$ cat config.mk
export PLATFORM = sky130hd
export DESIGN_NAME = gae_cfg
export DESIGN_NICKNAME = d
export VERILOG_FILES = /design/src/hdl/gae_advantage_scan_macros.svh /design/src/hdl/gae_pkg.sv /design/src/hdl/gae_cfg.sv
export SDC_FILE = /design/constraint.sdc
export NUM_CORES = 1
export LEC_CHECK = 0
export ABC_AREA = 1
export BUFFER_PORTS_ARGS = -buffer_cell sky130_fd_sc_hd__buf_2
export CELL_PAD_IN_SITES_DETAIL_PLACEMENT = 1
export CELL_PAD_IN_SITES_GLOBAL_PLACEMENT = 2
export CORE_MARGIN = 3
export CORE_UTILIZATION = 42
export DETAILED_ROUTE_END_ITERATION = 16
export GPL_TIMING_DRIVEN = 0
export PLACE_DENSITY_LB_ADDON = 0.1
export SYNTH_ARGS = -nofsm -noshare
export SYNTH_HDL_FRONTEND = slang
export SYNTH_SLANG_ARGS = --single-unit
$ cat constraint.sdc
create_clock -name clk -period 13.95 [get_ports clk]
set_input_delay 2.79 -clock clk [delete_from_list [all_inputs] [get_ports clk]]
set_output_delay 2.79 -clock clk [all_outputs]
set_load 0.05 [all_outputs]
$ cat src/hdl/gae_advantage_scan_macros.svh
// Assertion shorthands shared by the RTL.
// Both assume a clock named clk and an active-low reset named rst_n.
`ifndef GAE_ADVANTAGE_SCAN_MACROS_SVH
`define GAE_ADVANTAGE_SCAN_MACROS_SVH

// Consequent checked in the same cycle.
`define GAE_ASSERT_NOW(label, ante, cons, msg) \
    label: assert property (@(posedge clk) disable iff (!rst_n) (ante) |-> (cons)) \
        else $error(msg);

// Consequent checked in the next cycle.
`define GAE_ASSERT_NEXT(label, ante, cons, msg) \
    label: assert property (@(posedge clk) disable iff (!rst_n) (ante) |=> (cons)) \
        else $error(msg);

`endif

$ cat src/hdl/gae_pkg.sv
package gae_pkg;

    localparam int AGENTS     = 256;              // power of two
    localparam int ADDR_W     = $clog2(AGENTS);
    localparam int AGENT_W    = 8;
    localparam int DATA_W     = 32;
    localparam int GAIN_W     = 17;
    localparam int CFG_IDX_W  = 2;
    localparam int CFG_DATA_W = 17;
    localparam int FRAC_W     = 16;
    localparam int PROD_W     = 50;
    localparam int RND_W      = PROD_W - FRAC_W;
    localparam int SUM_W      = 35;
    localparam int ENTRY_W    = 2 * DATA_W;

    localparam logic [GAIN_W-1:0] GAIN_ONE = GAIN_W'(1 << FRAC_W);
    localparam logic [GAIN_W-1:0] DISCOUNT_RST = GAIN_W'(64881);
    localparam logic [GAIN_W-1:0] DECAY_RST    = GAIN_W'(62259);
    localparam logic signed [PROD_W-1:0] RND_HALF = PROD_W'(1 << (FRAC_W - 1));

    localparam logic signed [SUM_W-1:0] SAT_HI =
        {{(SUM_W-DATA_W+1){1'b0}}, {(DATA_W-1){1'b1}}};
    localparam logic signed [SUM_W-1:0] SAT_LO =
        {{(SUM_W-DATA_W+1){1'b1}}, {(DATA_W-1){1'b0}}};

    typedef logic [GAIN_W-1:0] gain_t;

    typedef enum logic [CFG_IDX_W-1:0] {
        REG_DISCOUNT      = 2'd0,
        REG_TRACE_DECAY   = 2'd1,
        REG_USE_BOOTSTRAP = 2'd2
    } cfg_reg_t;

    // Settings handed from the register block to the datapath.
    typedef struct packed {
        gain_t gamma;      // clamped discount
        gain_t gain;       // rounded gamma * lambda
        logic  use_boot;
    } cfg_t;

    function automatic gain_t clamp_gain(input gain_t g);
        return (g > GAIN_ONE) ? GAIN_ONE : g;
    endfunction

    // Round half up to Q16.16, floor of (x + 2^15) / 2^16.
    function automatic logic signed [RND_W-1:0] round_q16(
        input logic signed [PROD_W-1:0] x);
        logic signed [PROD_W-1:0] s;
        s = x + RND_HALF;
        return s[PROD_W-1:FRAC_W];
    endfunction

    function automatic logic signed [DATA_W-1:0] sat32(input logic signed [SUM_W-1:0] x);
        logic signed [DATA_W-1:0] r;
        if (x > SAT_HI) begin
            r = {1'b0, {(DATA_W-1){1'b1}}};
        end else if (x < SAT_LO) begin
            r = {1'b1, {(DATA_W-1){1'b0}}};
        end else begin
            r = x[DATA_W-1:0];
        end
        return r;
    endfunction

endpackage

$ cat src/hdl/gae_cfg.sv
module gae_cfg (
    input  logic                            clk,
    input  logic                            rst_n,
    input  logic                            cfg_write,
    input  logic [gae_pkg::CFG_IDX_W-1:0]   cfg_index,
    input  logic [gae_pkg::CFG_DATA_W-1:0]  cfg_data,
    output gae_pkg::cfg_t                   cfg
);
    import gae_pkg::*;

    gain_t discount_reg;
    gain_t trace_decay_reg;
    logic  use_boot_reg;
    gain_t gain_reg;

    gain_t                    gamma_c;
    gain_t                    lambda_c;
    logic signed [PROD_W-1:0] gain_prod;
    logic signed [RND_W-1:0]  gain_rnd;

    always_ff @(posedge clk or negedge rst_n)
    begin
        if (!rst_n)
        begin
            discount_reg    <= DISCOUNT_RST;
            trace_decay_reg <= DECAY_RST;
            use_boot_reg    <= 1'b1;
        end
        else if (cfg_write)
        begin
            unique case (cfg_index)
                REG_DISCOUNT:      discount_reg    <= cfg_data[GAIN_W-1:0];
                REG_TRACE_DECAY:   trace_decay_reg <= cfg_data[GAIN_W-1:0];
                REG_USE_BOOTSTRAP: use_boot_reg    <= cfg_data[0];
                default:           ;
            endcase
        end
    end

    assign gamma_c   = clamp_gain(discount_reg);
    assign lambda_c  = clamp_gain(trace_decay_reg);
    assign gain_prod = $signed({1'b0, gamma_c}) * $signed({1'b0, lambda_c});
    assign gain_rnd  = round_q16(gain_prod);

    // Combined decay, re-evaluated every cycle; registered, so it settles in the cycle after a write.
    always_ff @(posedge clk or negedge rst_n)
    begin
        if (!rst_n)
        begin
            gain_reg <= '0;
        end
        else
        begin
            gain_reg <= gain_rnd[GAIN_W-1:0];
        end
    end

    assign cfg.gamma    = gamma_c;
    assign cfg.gain     = gain_reg;
    assign cfg.use_boot = use_boot_reg;

endmodule

==> results.txt <==
----------------------------------------------------
[Outcome]
  Result of the run ... completed

[Floorplanning]
  I/O pin total ... 57
  DIE HEIGHT ... 172 um
  Initial core utilization ... 43.4%
  Area of the placeable core ... 26500 um^2
  Total number of placement rows ... 59
  Die extent in x ... 172 um
  Total die area ... 29400 um^2

[Job]
  Maximum capacitance violations ... 0

[Yosys]
  Top flip-flop cell by instance count after synthesis ... sky130_fd_sc_hd__dfrtp_1
  Number of distinct library cells after synthesis ... 36
  Top-area cell type share of the netlist area ... 38.8%
  Part of the Yosys area used for sequential elements ... 11.5%
  Async S/R FF share, synth ... 100%
  Library cell occupying the most area in the post-synthesis netlist ... sky130_fd_sc_hd__fa_1
  Synthesized Nets ... 1800
  Post-synth EDFFs ... 0
  Register bit count reported by yosys ... 52
  Post-Synthesis Cell Area ... 11500 um^2
  Most instantiated cells after synthesis ... sky130_fd_sc_hd__inv_1, sky130_fd_sc_hd__nand2_1, sky130_fd_sc_hd__fa_1, sky130_fd_sc_hd__nor2_1, sky130_fd_sc_hd__ha_1
  Cell types occupying the most area after synthesis ... sky130_fd_sc_hd__fa_1, sky130_fd_sc_hd__ha_1, sky130_fd_sc_hd__inv_1
  Number of warning messages in the yosys log ... 0
  Average cell area after synthesis ... 7.98 um^2
  Cell count after synthesis ... 1443
  Library cell with the highest instance count after synthesis ... sky130_fd_sc_hd__inv_1

[Timing]
  Tightest slew margin relative to the limit ... 22.2%
  Slew @ Worst Pin ... 1.17 ns
  Unrepaired setup endpoints after global routing ... no
  Clock period minus worst slack ... 7.58 ns
  Setup TNS ... 0 ns
  Number of pins with negative max-slew slack in the final report ... 0
  Share of the cycle needed by the critical path after routing ... 54.3%
  Maximum achievable frequency ... 132 MHz
  Setup Skew ... 0.0136 ns
  Final-report hold violation count ... 0
  Final-report setup violation count ... 0

[Global route]
  Wire length of the first global-routing pass ... 60.5 mm
  Most used routing layer ... met2
  Sum of overflow across all layers after global routing ... 0
  Combined global-route utilization of all metal layers ... 27.6%
  Met2 Usage GRT ... 46.0%
  Number of global-route vias before repair ... 10597
  Initial antenna violation count ... 0
  Met3 Usage GRT ... 3.03%
  Met1 track demand over resource in global routing ... 38.6%
  Pin count of the biggest net entering global routing ... 53

[Clocking]
  Clock transition at the register clock pins on the worst setup and hold paths after CTS ... 0.07 ns
  Clk sink count ... 52
  Clock tree from TritonCTS ... yes
  Num CTS Buffers ... 5
  Longest Clk Path Bufs ... 2
  Clock insertion delay at the later pin of the skew report ... 0.31 ns
  Number of setup buffers added after CTS ... 0
  Level count of the clock H-tree ... 2
  Cell at the root of the clock tree ... sky130_fd_sc_hd__clkbuf_16
  Count of hold buffers inserted by post-cts repair ... 0
  Post-cts repair resize count ... 0

[Route]
  Router iterations before antenna repair ... 5
  Total via count in the routed design ... 9409
  Aggregate routed wire length ... 38.2 mm
  Number of DRC markers in iteration 0 ... 477
  Drt drc ... 0
  Antenna violation net count after detailed routing ... 0
  Via density per instance ... 5.11
  Routed wire length per instance ... 20.7 um

[Worst setup path]
  Crit-path max cell delay ... 0.58 ns
  Most used cell along the critical path ... sky130_fd_sc_hd__fa_1
  Max FO, Critical Path ... 10
  Slowest cell on crit path ... sky130_fd_sc_hd__nor2_1
  Worst Setup Path Type ... reg2reg
  CP startpoint kind ... flip-flop
  Required time at the worst-slack endpoint ... 14.14 ns
  Arrival time at the worst endpoint ... 7.77 ns
  Capturing element type of the critical path ... flip-flop

[Pwr]
  Reported leakage power ... 6.74 nW
  Power per standard cell area ... 165 nW/um^2
  Maximum ir drop on the vdd rail ... 0.135 mV

[Worst hold path]
  Hold crit path type ... reg2reg

[Cells and area]
  Storage element area ... 1330 um^2
  Share of layout cells above drive strength 1 ... 6.57%
  Number of filler cells placed in the layout ... 3353
  Core utilization of the finished layout ... 46.6%
  Area occupied by multi-input gates ... 8690 um^2
  Area growth, synth to finish ... 7.40%
  Final layout net count ... 1863

[Placed design]
  HPWL after detailed placement ... 32.3 mm
  Count of input and output buffers ... 56
  Final Wtd Congestion ... 0.901

----------------------------------------------------
==> cell usage in the layout, fill, tap and decap left out, types with 5 or more instances in the layout <==
master and instances:
sky130_fd_sc_hd__clkinv_1 16, sky130_fd_sc_hd__dfrtp_1 30, sky130_fd_sc_hd__nor2_1 212, sky130_fd_sc_hd__clkbuf_16 5, sky130_fd_sc_hd__clkbuf_1 29, sky130_fd_sc_hd__dfstp_2 22, sky130_fd_sc_hd__ha_1 112, sky130_fd_sc_hd__buf_2 57
sky130_fd_sc_hd__a21oi_1 37, sky130_fd_sc_hd__o21a_1 6, sky130_fd_sc_hd__nand2_1 280, sky130_fd_sc_hd__nor3_1 6, sky130_fd_sc_hd__fa_1 223, sky130_fd_sc_hd__nand3_1 24, sky130_fd_sc_hd__inv_1 345, sky130_fd_sc_hd__xor2_1 12
sky130_fd_sc_hd__o21ai_0 53
==> per-layer routing <==
metal | vias up | wire [um]
met2 | 208 | 17800
met5 | - | 0
met1 | 4800 | 17800
li1 | 4353 | -
met4 | 0 | 1030
met3 | 48 | 1610
==> area by class of cell <==
type                            instances  area share [%]
Antenna cell                            1          0.0202
Buffer                                 31           0.982
Clock buffer                            5            1.01
Clock inverter                          3           0.202
Inverter                              364            11.1
Multi-Input combinational cell        996            70.3
Sequential cell                        52            10.7
Tap cell                              335            3.39
Timing Repair Buffer                   56            2.27
==> power breakdown <==
group | internal (mW) | total, mW | switching [mW]
registers | 0.205 | 0.227 | 0.0219
clock network | 0.0679 | 0.129 | 0.0611
logic | 0.536 | 1.68 | 1.15
==> metrics by stage <==
stage	setup slack, ns	instances	hold WS, ns	total power [mW]	cell area [um^2]
final	6.37	1843	0.495	2.04	12400
after global routing	5.94	1842	0.527	2.27	12400
after CTS	6.34	1842	0.495	2.06	12400
after detailed placement	6.36	1834	0.477	1.90	12200
after global placement	6.35	1834	0.472	1.88	12200
after floorplan	7.59	1443	0.453	1.33	11500
==> kinds of logic after synthesis <==
logic type	Yosys count	share of synthesized area, %
DFF	52	11.5
xor gates and xnor gates	15	1.14
and+or+nand+nor	538	18.4
adders and majority gates	335	51.0
buffers and inverters	395	12.9
AOI/OAI and AO/OA	108	5.04
==> path summary, 6_finish.rpt <==
kind / start / endpoint / cells after the start / slack, ns
max: trace_decay_reg[2]$_DFFE_PN0P_ / gain_reg[12]$_DFF_PN0_ / 29 / 6.37
min: trace_decay_reg[11]$_DFFE_PN0P_ / trace_decay_reg[11]$_DFFE_PN0P_ / 2 / 0.49
max reg2reg: trace_decay_reg[2]$_DFFE_PN0P_ / gain_reg[12]$_DFF_PN0_ / 29 / 6.37
min reg2reg: trace_decay_reg[11]$_DFFE_PN0P_ / trace_decay_reg[11]$_DFFE_PN0P_ / 2 / 0.49
max in group asynchronous: rst_n / trace_decay_reg[2]$_DFFE_PN0P_ / 1 / 10.52
min in group asynchronous: rst_n / gain_reg[12]$_DFF_PN0_ / 1 / 2.71
==> worst max-delay path: cells and delay by family, from the launching register on <==
kind            cells  cell delay (ns)
fa+ha+maj           7             3.42
buf+inv             7             0.94
simple gates       10             1.56
flops               1             0.44
compound gates      5             1.12
No activity file was read; power rests on OpenSTA's default activity.
